File: config.mk
export PLATFORM = sky130hd
export DESIGN_NAME = keypad_code_lock_core
export DESIGN_NICKNAME = d
export VERILOG_FILES = /design/src/kcl_pkg.sv /design/src/kcl_front.sv /design/src/kcl_queue.sv /design/src/kcl_back.sv /design/src/keypad_code_lock_core.sv
export SDC_FILE = /design/constraint.sdc
export NUM_CORES = 1
export LEC_CHECK = 0
export BUFFER_PORTS_ARGS = -buffer_cell sky130_fd_sc_hd__buf_2
export CORE_MARGIN = 2
export CORE_UTILIZATION = 60
export CTS_BUF_LIST = sky130_fd_sc_hd__clkbuf_8
export DETAILED_ROUTE_END_ITERATION = 6
export PLACE_DENSITY = 0.82
export SETUP_SLACK_MARGIN = 0.5
export SYNTH_ARGS = -nofsm -noshare
export SYNTH_HDL_FRONTEND = slang
export SYNTH_HIERARCHICAL = 1
export SYNTH_SLANG_ARGS = --single-unit
File: constraint.sdc
create_clock -name aclk -period 6.1 [get_ports aclk]
set_clock_uncertainty 0.15 [all_clocks]
set_input_delay 1.22 -clock aclk [delete_from_list [all_inputs] [get_ports aclk]]
set_output_delay 1.22 -clock aclk [all_outputs]
set_load 0.1 [all_outputs]
File: src/kcl_pkg.sv
package kcl_pkg;

    localparam int unsigned KEY_COUNT       = 12;
    localparam int unsigned DIGIT_W         = 4;
    localparam int unsigned LED_W           = 3;
    localparam int unsigned CODE_SLOTS      = 3;
    localparam int unsigned CODE_LENGTH_DEF = 3;
    localparam int unsigned QUEUE_DEPTH_DEF = 2;
    localparam int unsigned IN_TDATA_W      = 16;
    localparam int unsigned OUT_TDATA_W     = 16;
    localparam int unsigned CFG_INDEX_W     = 2;

    localparam logic [DIGIT_W-1:0] NO_KEY = 4'd15;
    localparam logic [LED_W-1:0]   LED_WHITE = 3'd0;
    localparam logic [LED_W-1:0]   LED_OFF   = 3'd7;

    localparam logic [DIGIT_W-1:0] CODE_RESET [CODE_SLOTS] = '{4'd1, 4'd2, 4'd3};

    typedef enum logic [CFG_INDEX_W-1:0] {
        REG_CODE_FIRST  = 2'd0,
        REG_CODE_SECOND = 2'd1,
        REG_CODE_THIRD  = 2'd2,
        REG_UNUSED      = 2'd3
    } kcl_reg_index_t;

    // Classified scan passed from front to back
    typedef struct packed {
        logic               pressed;
        logic [DIGIT_W-1:0] key;
    } kcl_item_t;

    // Result word, last field in the lowest bits
    typedef struct packed {
        logic               code_matched;
        logic               code_checked;
        logic               is_locked;
        logic               led_blue_n;
        logic               led_green_n;
        logic               led_red_n;
        logic [DIGIT_W-1:0] key_code;
        logic               new_press;
    } kcl_result_t;

    localparam int unsigned RESULT_W = $bits(kcl_result_t);

    // Scan position (row-major) to key code: 1..9, star, 0, hash
    function automatic logic [DIGIT_W-1:0] key_of_pos(input logic [3:0] pos);
        logic [DIGIT_W-1:0] k;
        unique case (pos)
            4'd0:  k = 4'd1;
            4'd1:  k = 4'd2;
            4'd2:  k = 4'd3;
            4'd3:  k = 4'd4;
            4'd4:  k = 4'd5;
            4'd5:  k = 4'd6;
            4'd6:  k = 4'd7;
            4'd7:  k = 4'd8;
            4'd8:  k = 4'd9;
            4'd9:  k = 4'd10;
            4'd10: k = 4'd0;
            4'd11: k = 4'd11;
            default: k = 4'd0;
        endcase
        return k;
    endfunction

    // Active-low drive per key code: bit0 red, bit1 green, bit2 blue
    function automatic logic [LED_W-1:0] colour_of_key(input logic [DIGIT_W-1:0] key);
        logic [LED_W-1:0] c;
        unique case (key)
            4'd0:  c = 3'd2;
            4'd1:  c = 3'd6;
            4'd2:  c = 3'd5;
            4'd3:  c = 3'd3;
            4'd4:  c = 3'd4;
            4'd5:  c = 3'd2;
            4'd6:  c = 3'd1;
            4'd7:  c = 3'd6;
            4'd8:  c = 3'd5;
            4'd9:  c = 3'd3;
            4'd10: c = 3'd4;
            4'd11: c = 3'd1;
            default: c = 3'd2;
        endcase
        return c;
    endfunction

endpackage

File: src/kcl_front.sv
module kcl_front (
    input  logic [kcl_pkg::KEY_COUNT-1:0] pressed_keys,
    output kcl_pkg::kcl_item_t            item
);
    import kcl_pkg::*;

    logic             found;
    logic [3:0]       pos;

    // Lowest set bit wins
    always_comb begin
        found = 1'b0;
        pos   = '0;
        for (int i = KEY_COUNT - 1; i >= 0; i--) begin
            if (pressed_keys[i]) begin
                found = 1'b1;
                pos   = 4'(i);
            end
        end
        item.pressed = found;
        item.key     = found ? key_of_pos(pos) : '0;
    end

endmodule

File: src/kcl_queue.sv
module kcl_queue #(
    parameter int unsigned DEPTH = kcl_pkg::QUEUE_DEPTH_DEF
) (
    input  logic               aclk,
    input  logic               aresetn,
    input  logic               push,
    input  kcl_pkg::kcl_item_t push_item,
    output logic               full,
    input  logic               pop,
    output logic               not_empty,
    output kcl_pkg::kcl_item_t pop_item
);
    import kcl_pkg::*;

    localparam int unsigned PTR_W = (DEPTH > 1) ? $clog2(DEPTH) : 1;
    localparam int unsigned CNT_W = $clog2(DEPTH + 1);
    localparam logic [PTR_W-1:0] LAST_PTR = PTR_W'(DEPTH - 1);
    localparam logic [CNT_W-1:0] FULL_CNT = CNT_W'(DEPTH);

    kcl_item_t         slot_reg [DEPTH];
    logic [PTR_W-1:0]  wr_ptr_reg, wr_ptr_next;
    logic [PTR_W-1:0]  rd_ptr_reg, rd_ptr_next;
    logic [CNT_W-1:0]  count_reg, count_next;

    assign full      = (count_reg == FULL_CNT);
    assign not_empty = (count_reg != '0);
    assign pop_item  = slot_reg[rd_ptr_reg];

    always_comb begin
        wr_ptr_next = wr_ptr_reg;
        rd_ptr_next = rd_ptr_reg;
        count_next  = count_reg;
        if (push) begin
            wr_ptr_next = (wr_ptr_reg == LAST_PTR) ? '0 : wr_ptr_reg + 1'b1;
        end
        if (pop) begin
            rd_ptr_next = (rd_ptr_reg == LAST_PTR) ? '0 : rd_ptr_reg + 1'b1;
        end
        if (push && !pop) begin
            count_next = count_reg + 1'b1;
        end else if (pop && !push) begin
            count_next = count_reg - 1'b1;
        end
    end

    always_ff @(posedge aclk) begin
        if (!aresetn) begin
            wr_ptr_reg <= '0;
            rd_ptr_reg <= '0;
            count_reg  <= '0;
        end else begin
            wr_ptr_reg <= wr_ptr_next;
            rd_ptr_reg <= rd_ptr_next;
            count_reg  <= count_next;
        end
    end

    always_ff @(posedge aclk) begin
        if (push) begin
            slot_reg[wr_ptr_reg] <= push_item;
        end
    end

endmodule

File: src/kcl_back.sv
module kcl_back #(
    parameter int unsigned CODE_LENGTH = kcl_pkg::CODE_LENGTH_DEF
) (
    input  logic                             aclk,
    input  logic                             aresetn,
    input  logic                             cfg_we,
    input  logic [kcl_pkg::CFG_INDEX_W-1:0]  cfg_index,
    input  logic [kcl_pkg::DIGIT_W-1:0]      cfg_data,
    input  logic                             item_valid,
    input  kcl_pkg::kcl_item_t               item,
    output logic                             item_take,
    output logic                             res_valid,
    output kcl_pkg::kcl_result_t             res,
    input  logic                             res_ready
);
    import kcl_pkg::*;

    localparam logic [1:0] LAST_SLOT = 2'(CODE_LENGTH - 1);

    logic [DIGIT_W-1:0] code_reg  [CODE_SLOTS];
    logic [DIGIT_W-1:0] digit_reg [CODE_SLOTS];
    logic [DIGIT_W-1:0] digit_next [CODE_SLOTS];
    logic [DIGIT_W-1:0] prev_key_reg, prev_key_next;
    logic [1:0]         count_reg, count_next;
    logic               locked_reg, locked_next;
    logic [LED_W-1:0]   led_reg, led_next;
    logic               out_valid_reg, out_valid_next;
    kcl_result_t        out_reg, out_next;
    logic               ok;
    logic [DIGIT_W-1:0] entry_digit;

    // Advance when the output word is free or being taken
    assign item_take = item_valid && (!out_valid_reg || res_ready);
    assign res_valid = out_valid_reg;
    assign res       = out_reg;

    always_comb begin
        prev_key_next  = prev_key_reg;
        count_next     = count_reg;
        locked_next    = locked_reg;
        led_next       = led_reg;
        digit_next     = digit_reg;
        out_valid_next = out_valid_reg;
        out_next       = out_reg;
        ok             = 1'b1;
        entry_digit    = '0;

        if (res_ready) begin
            out_valid_next = 1'b0;
        end

        if (item_take) begin
            out_next.new_press    = 1'b0;
            out_next.key_code     = '0;
            out_next.code_checked = 1'b0;
            out_next.code_matched = 1'b0;

            if (item.pressed) begin
                if (item.key != prev_key_reg) begin
                    prev_key_next      = item.key;
                    out_next.new_press = 1'b1;
                    out_next.key_code  = item.key;
                    if (locked_reg) begin
                        if (count_reg == LAST_SLOT) begin
                            // Entry complete: compare with the new digit in place
                            for (int i = 0; i < CODE_SLOTS; i++) begin
                                entry_digit = (2'(i) == count_reg) ? item.key : digit_reg[i];
                                if (i < CODE_LENGTH && entry_digit != code_reg[i]) begin
                                    ok = 1'b0;
                                end
                            end
                            out_next.code_checked = 1'b1;
                            if (ok) begin
                                out_next.code_matched = 1'b1;
                                locked_next           = 1'b0;
                                led_next              = LED_WHITE;
                            end
                            count_next = '0;
                            for (int i = 0; i < CODE_SLOTS; i++) begin
                                digit_next[i] = '0;
                            end
                        end else begin
                            digit_next[count_reg] = item.key;
                            count_next            = count_reg + 1'b1;
                        end
                    end else begin
                        led_next = colour_of_key(item.key);
                    end
                end
            end else if (prev_key_reg != NO_KEY) begin
                prev_key_next = NO_KEY;
                led_next      = locked_reg ? LED_WHITE : LED_OFF;
            end

            out_next.led_red_n   = led_next[0];
            out_next.led_green_n = led_next[1];
            out_next.led_blue_n  = led_next[2];
            out_next.is_locked   = locked_next;
            out_valid_next       = 1'b1;
        end
    end

    always_ff @(posedge aclk) begin
        if (!aresetn) begin
            prev_key_reg  <= NO_KEY;
            count_reg     <= '0;
            locked_reg    <= 1'b1;
            led_reg       <= LED_WHITE;
            out_valid_reg <= 1'b0;
            for (int i = 0; i < CODE_SLOTS; i++) begin
                digit_reg[i] <= '0;
                code_reg[i]  <= CODE_RESET[i];
            end
        end else begin
            prev_key_reg  <= prev_key_next;
            count_reg     <= count_next;
            locked_reg    <= locked_next;
            led_reg       <= led_next;
            out_valid_reg <= out_valid_next;
            digit_reg     <= digit_next;
            if (cfg_we) begin
                unique case (kcl_reg_index_t'(cfg_index))
                    REG_CODE_FIRST:  code_reg[0] <= cfg_data;
                    REG_CODE_SECOND: code_reg[1] <= cfg_data;
                    REG_CODE_THIRD:  code_reg[2] <= cfg_data;
                    REG_UNUSED:      ;
                endcase
            end
        end
    end

    always_ff @(posedge aclk) begin
        out_reg <= out_next;
    end

endmodule

File: src/keypad_code_lock_core.sv
// Channel  | Direction | Ports                                     | Word
// ---------+-----------+-------------------------------------------+--------------------------
// s_       | in        | s_tvalid s_tready s_tdata[15:0]           | one keypad scan
// m_       | out       | m_tvalid m_tready m_tdata[15:0]           | one result per scan
// cfg_     | in        | cfg_valid cfg_ready cfg_index cfg_data    | unlock code digit write
//
// One word per cycle sustained while m_tready stays high. A scan's result is offered on
// m_ at the earliest once it has passed the queue (written on the accepting edge) and then
// the output register (written by the state update). The queue holds QUEUE_DEPTH
// scans so input and output stall independently. Reset (aresetn, synchronous) relocks,
// clears the entry, restores the default code 1-2-3 and empties the queue.
// cfg_ready is always high.
module keypad_code_lock_core #(
    parameter int unsigned CODE_LENGTH = kcl_pkg::CODE_LENGTH_DEF,
    parameter int unsigned QUEUE_DEPTH = kcl_pkg::QUEUE_DEPTH_DEF
) (
    input  logic                             aclk,
    input  logic                             aresetn,
    input  logic                             s_tvalid,
    output logic                             s_tready,
    input  logic [kcl_pkg::IN_TDATA_W-1:0]   s_tdata,   // [11:0] pressed_keys
    output logic                             m_tvalid,
    input  logic                             m_tready,
    // [0] new_press, [4:1] key_code, [5] led_red_n, [6] led_green_n,
    // [7] led_blue_n, [8] is_locked, [9] code_checked, [10] code_matched
    output logic [kcl_pkg::OUT_TDATA_W-1:0]  m_tdata,
    input  logic                             cfg_valid,
    output logic                             cfg_ready,
    input  logic [kcl_pkg::CFG_INDEX_W-1:0]  cfg_index,
    input  logic [kcl_pkg::DIGIT_W-1:0]      cfg_data
);
    import kcl_pkg::*;

    kcl_item_t   front_item;
    kcl_item_t   queue_item;
    logic        queue_full;
    logic        queue_valid;
    logic        back_take;
    logic        in_take;
    kcl_result_t result;

    assign s_tready  = !queue_full;
    assign in_take   = s_tvalid && !queue_full;
    assign cfg_ready = 1'b1;
    assign m_tdata   = {(OUT_TDATA_W - RESULT_W)'(0), result};

    kcl_front u_front (
        .pressed_keys (s_tdata[KEY_COUNT-1:0]),
        .item         (front_item)
    );

    kcl_queue #(
        .DEPTH (QUEUE_DEPTH)
    ) u_queue (
        .aclk      (aclk),
        .aresetn   (aresetn),
        .push      (in_take),
        .push_item (front_item),
        .full      (queue_full),
        .pop       (back_take),
        .not_empty (queue_valid),
        .pop_item  (queue_item)
    );

    kcl_back #(
        .CODE_LENGTH (CODE_LENGTH)
    ) u_back (
        .aclk       (aclk),
        .aresetn    (aresetn),
        .cfg_we     (cfg_valid),
        .cfg_index  (cfg_index),
        .cfg_data   (cfg_data),
        .item_valid (queue_valid),
        .item       (queue_item),
        .item_take  (back_take),
        .res_valid  (m_tvalid),
        .res        (result),
        .res_ready  (m_tready)
    );

endmodule
# Word-level counts from Yosys, hierarchy flattened
# Memory sizes are Yosys's and may differ from the RTL's. A register that Yosys moved wholly into a read port is not among the register bits.
# Index checks and enable logic that the tools add are counted.
# op_classes
n_addsub,5
magnitude_cmp,2
n_eq_ne,12
mux,85
n_bitwise,4
reduce_logical,21
# op_table
op,count
4-bit two-way mux,23
1-bit two-way mux,49
3-bit two-way mux,7
4-bit != test,4
12-bit bitwise mux,1
12-bit two-way mux,1
4-bit demux with 2-bit select,1
4-bit AND reduction,2
2-bit nonzero test,4
2-bit == test (second input constant),3
2-bit two-way mux,3
3-bit AND reduction,2
1-bit logical AND,5
2-bit by 1-bit adder with 2-bit output (second input constant),2
1-bit zero test,4
2-bit zero test,2
4-bit != test (second input constant),1
3-bit greater-or-equal comparator (second input constant),1
3-bit by 1-bit less-than comparator with 1-bit output (second input constant),1
2-bit inverter with 3-bit output,1
1-bit bitwise OR,3
1-bit adder (second input constant),2
1-bit by 2-bit == test with 1-bit output (first input constant),1
2-bit by 1-bit == test with 1-bit output (second input constant),1
other kinds (5),5
# totals
register_bits,38
mem_bits_rw,22
romBits,112
in_bits,27
output_inout_bits,19
word_cells,152
memories,4
# memory_table
name,words,word_bits,rd,rd_clocked_by_memory_dff,write_ports,line_no,rtl
(name not given),16,4,1,0,0,kcl_pkg.sv:49,unique case (pos)
(name not given),16,3,1,0,0,kcl_pkg.sv:70,unique case (key)
u_back.code_reg,3,4,3,0,3,kcl_back.sv:20,logic [DIGIT_W-1:0] code_reg [CODE_SLOTS];
u_queue.slot_reg,2,5,1,1,1,kcl_queue.sv:20,kcl_item_t slot_reg [DEPTH];

# Depth between registers and ports, before layout
# logic_depth
ltp_word,16
mapped_depth,10
ltp_nobuf,9

# By module
# The synthesis kept the hierarchy.
# by_module_without_submodules
module,instances,cells_each,area_each_um2,seq_area_each_um2
kcl_back,1,215,2284.7,1091.0
kcl_queue,1,37,578.1,400.4
kcl_front,1,38,252.7,0.0
keypad_code_lock_core,1,10,62.6,0.0

# Worst setup path after synthesis
# Ideal clock, no wire load.
# synth_path
path_kind,input -> register
start,in s_tdata[8] (netlist bit)
end,"mem u_queue/slot_reg[0][0] (netlist bit), data pin"
setup_ns,0.197
arrival_ns,2.423
required_time_ns,5.753
setup_slack_ns,3.331
path_stages,4
n_path_buf,0
cell_sequence,o41ai_1 -> o31a_1 -> ha_1 -> o311ai_1
# synth_rtl
element,line_no,rtl
"start, declared",keypad_code_lock_core.sv:21,"input logic [kcl_pkg::IN_TDATA_W-1:0] s_tdata,"
"end, declared",kcl_queue.sv:20,

==> impl_metrics.csv <==
group,metric,value,unit
layout,mostFrequentLayoutCell,"buf_2",
worst_setup_path,path_class,"in2reg",
routing,dr_total_vias,2238,
timing,setup_violations,0,
global_route,grt_overflow,0,
worst_setup_path,start_kind,"input port",
yosys,synth_ff_type,"edfxtp_1",
global_route,antenna_found_initial,0,
cts,cts_buffers,9,
routing,viasPerCell,5.53,
yosys,synthCells,300,
pwr,combPwrFrac,0.449,
yosys,synth-edff-count,33,
global_route,grt_max_degree,31,
floorplan,die_y,76.8,um
worst_setup_path,crit_required,6.04,ns
placed_design,globalplace.congestion,0.813,
cts,clk_latency,0.33,ns
layout,n_fill_cell,397,
routing,ant_nets,0,
layout,largest_reg_flops,12,
floorplan,dieWidth,76.8,um
pwr,irDropWorstVdd,0.244,mV
cts,cts_resized,0,
min_path,hold_depth,2,
floorplan,fp-row-count,26,
floorplan,coreArea,5110,um^2
global_route,grt_pass1_vias,2173,
timing,setup_tns,0,ns
outcome,status,"finished clean",
cts,clk_pin_slew_worst_paths,0.06,ns
pwr,p_switching,734,uW
routing,first_pass_iters,4,
cts,postCtsSetupRepairBufs,0,
layout,ff_latch_area,1490,um^2
routing,drc,0,
timing,hold_viol,0,
yosys,synthArstFlopShare,0,
worst_setup_path,endpoint_kind,"flop",
timing,post-route-period-util,0.476,
layout,layout_common_cells,"35 x buf_2, 33 x edfxtp_1, 25 x dfxtp_1",
timing,maxSlewViolCount,0,
placed_design,port_buffers,35,
pwr,switching_share,0.439,
yosys,ys_ff_latch,58,
timing,max_slew_margin,0.435,
cts,root_buffer,"clkbuf_8",
floorplan,die_area,5900,um^2
pwr,power.density,476,nW/um^2
timing,tightest_slew,0.840,ns
cts,cts_hold_buf,0,
worst_setup_path,worst-r2r-cell-count,7,
placed_design,dpl_cell_area,3300,um^2
layout,multi_input_area,1500,um^2
timing,rsz0062_at_grt,"no",
yosys,avgSynthCellArea,10.6,um^2
routing,routed_wirelength,5670,um
cts,cts_tree,"done",
global_route,grtUsageTotal,0.205,
layout,diodes,0,
layout,layout-drive-gt1-share,0.227,
yosys,post_synth_num_cell_types,62,
worst_setup_path,crit_arrival,2.84,ns
worst_setup_path,critPathMaxFanout,3,
timing,max_freq,344,MHz
floorplan,start_util,0.622,
layout,syn_to_final_growth,10.5,%
pwr,p_int,937,uW
flow_run,max_cap_viol_count,0,
layout,fin_util,0.688,
pwr,pwr-share-seq,0.331,
layout,fin_area,3510,um^2
cts,h-tree-depth,3,
pwr,power,1670,uW
timing,period_needed,2.90,ns
layout,layout.nets,366,
yosys,yosysSeqAreaShare,0.469,
routing,first_iter_violations,196,
routing,post_drt_wl_per_cell,14.0,um
cts,clockBufferDepth,2,
placed_design,place_hpwl,4030,um
pwr,p_leak,0.00134,uW
pwr,clkPwrFrac,0.220,
cts,cts_sinks,58,
yosys,yosysWarnings,6,
global_route,grt_pass1_wl,9600,um
min_path,hp-class,"reg2reg",
floorplan,boundaryPins,46,
yosys,netlist_area,3180,um^2
-- routing by layer --
metal  routed length, um  vias up  share of wire  GRT usage
li1                    -     1121              -          -
met1                2460     1033           0.43      0.248
met2                2820       74           0.50      0.344
met3                 286       10          0.050     0.0353
met4                 114        0          0.020      0.116
met5                   0        -              0          0
-- power groups by stage --
stage / Clock [uW] / Sequential (uW) / Combinational, uW
after global routing: 388 / 561 / 802
final: 368 / 553 / 750
after global placement: 0 / 557 / 728
after detailed placement: 0 / 559 / 743
after floorplan: 0 / 787 / 431
after CTS: 372 / 553 / 749
-- final timing paths --
path                                     startpoint                endpoint  slack [ns]
worst max-delay path                     s_tdata[8]  u_queue/slot_reg[0][0]        3.20
worst max register to register                 flop       u_back/led_reg[0]        3.51
worst min-delay path            u_back/digit_reg[5]     u_back/digit_reg[5]        0.30
worst min register to register  u_back/digit_reg[5]     u_back/digit_reg[5]        0.30
-- metrics by stage --
stage / worst slack (ns) / cells / hold WS (ns)
6_report: 3.20 / 405 / 0.298
5_1_grt: 3.08 / 405 / 0.322
3_3_place_gp: 2.99 / 389 / 0.286
3_5_place_dp: 2.90 / 389 / 0.292
4_1_cts: 3.20 / 405 / 0.300
2_1_floorplan: 3.33 / 304 / 0.279
-- logic make-up after synthesis --
family                   share of synthesized area
XOR/XNOR                                    0.0547
adder cells (fa/ha/maj)                     0.0354
flip-flops                                   0.469
AO/OA/AOI/OAI                                0.133
multiplexers                                0.0492
other                                      0.00236
buffers and inverters                       0.0650
AND/OR/NAND/NOR                              0.191
-- cells in the mapped netlist, types with 2 or more instances --
cell type,n,share of area
or2_2,2,0.0039
a21boi_1,11,0.026
a21oi_1,7,0.011
buf_2,3,0.0047
inv_1,13,0.015
ha_1,9,0.035
a31oi_1,3,0.0059
o21ai_0,16,0.025
nor2_1,22,0.026
or3_1,2,0.0039
and2b_2,2,0.0055
nand2b_1,5,0.0098
o21ai_1,5,0.0079
clkbuf_1,2,0.0024
xnor2_1,13,0.036
nand2_1,18,0.021
edfxtp_1,33,0.31
mux2_2,5,0.018
a211oi_1,4,0.0094
dfxtp_1,25,0.16
mux2i_1,10,0.031
xor2_1,5,0.014
and2_1,11,0.022
nand4_1,6,0.012
nand4b_1,4,0.011
and3_1,3,0.0059
o21a_1,3,0.0071
nor3_1,2,0.0031
or4_4,3,0.011
conb_1,2,0.0024
buf_4,8,0.019
o31ai_1,2,0.0047
buf_6,5,0.018
nor2b_1,8,0.016
-- worst max-delay path: stages --
cell and delay, ns:
buf_2 0.11, o41ai_1 0.61, o31a_1 0.23, ha_1 0.25
o311ai_1 0.41
-- layout make-up --
type / instances / share of cell area
multi-input cells: 213 / 0.426
flip-flops and latches: 58 / 0.425
repair buffers: 35 / 0.0499
clock buffers: 12 / 0.0470
well taps: 70 / 0.0249
clock inverters: 4 / 0.0139
inverters: 13 / 0.0139
No activity file was read; power rests on OpenSTA's default activity.
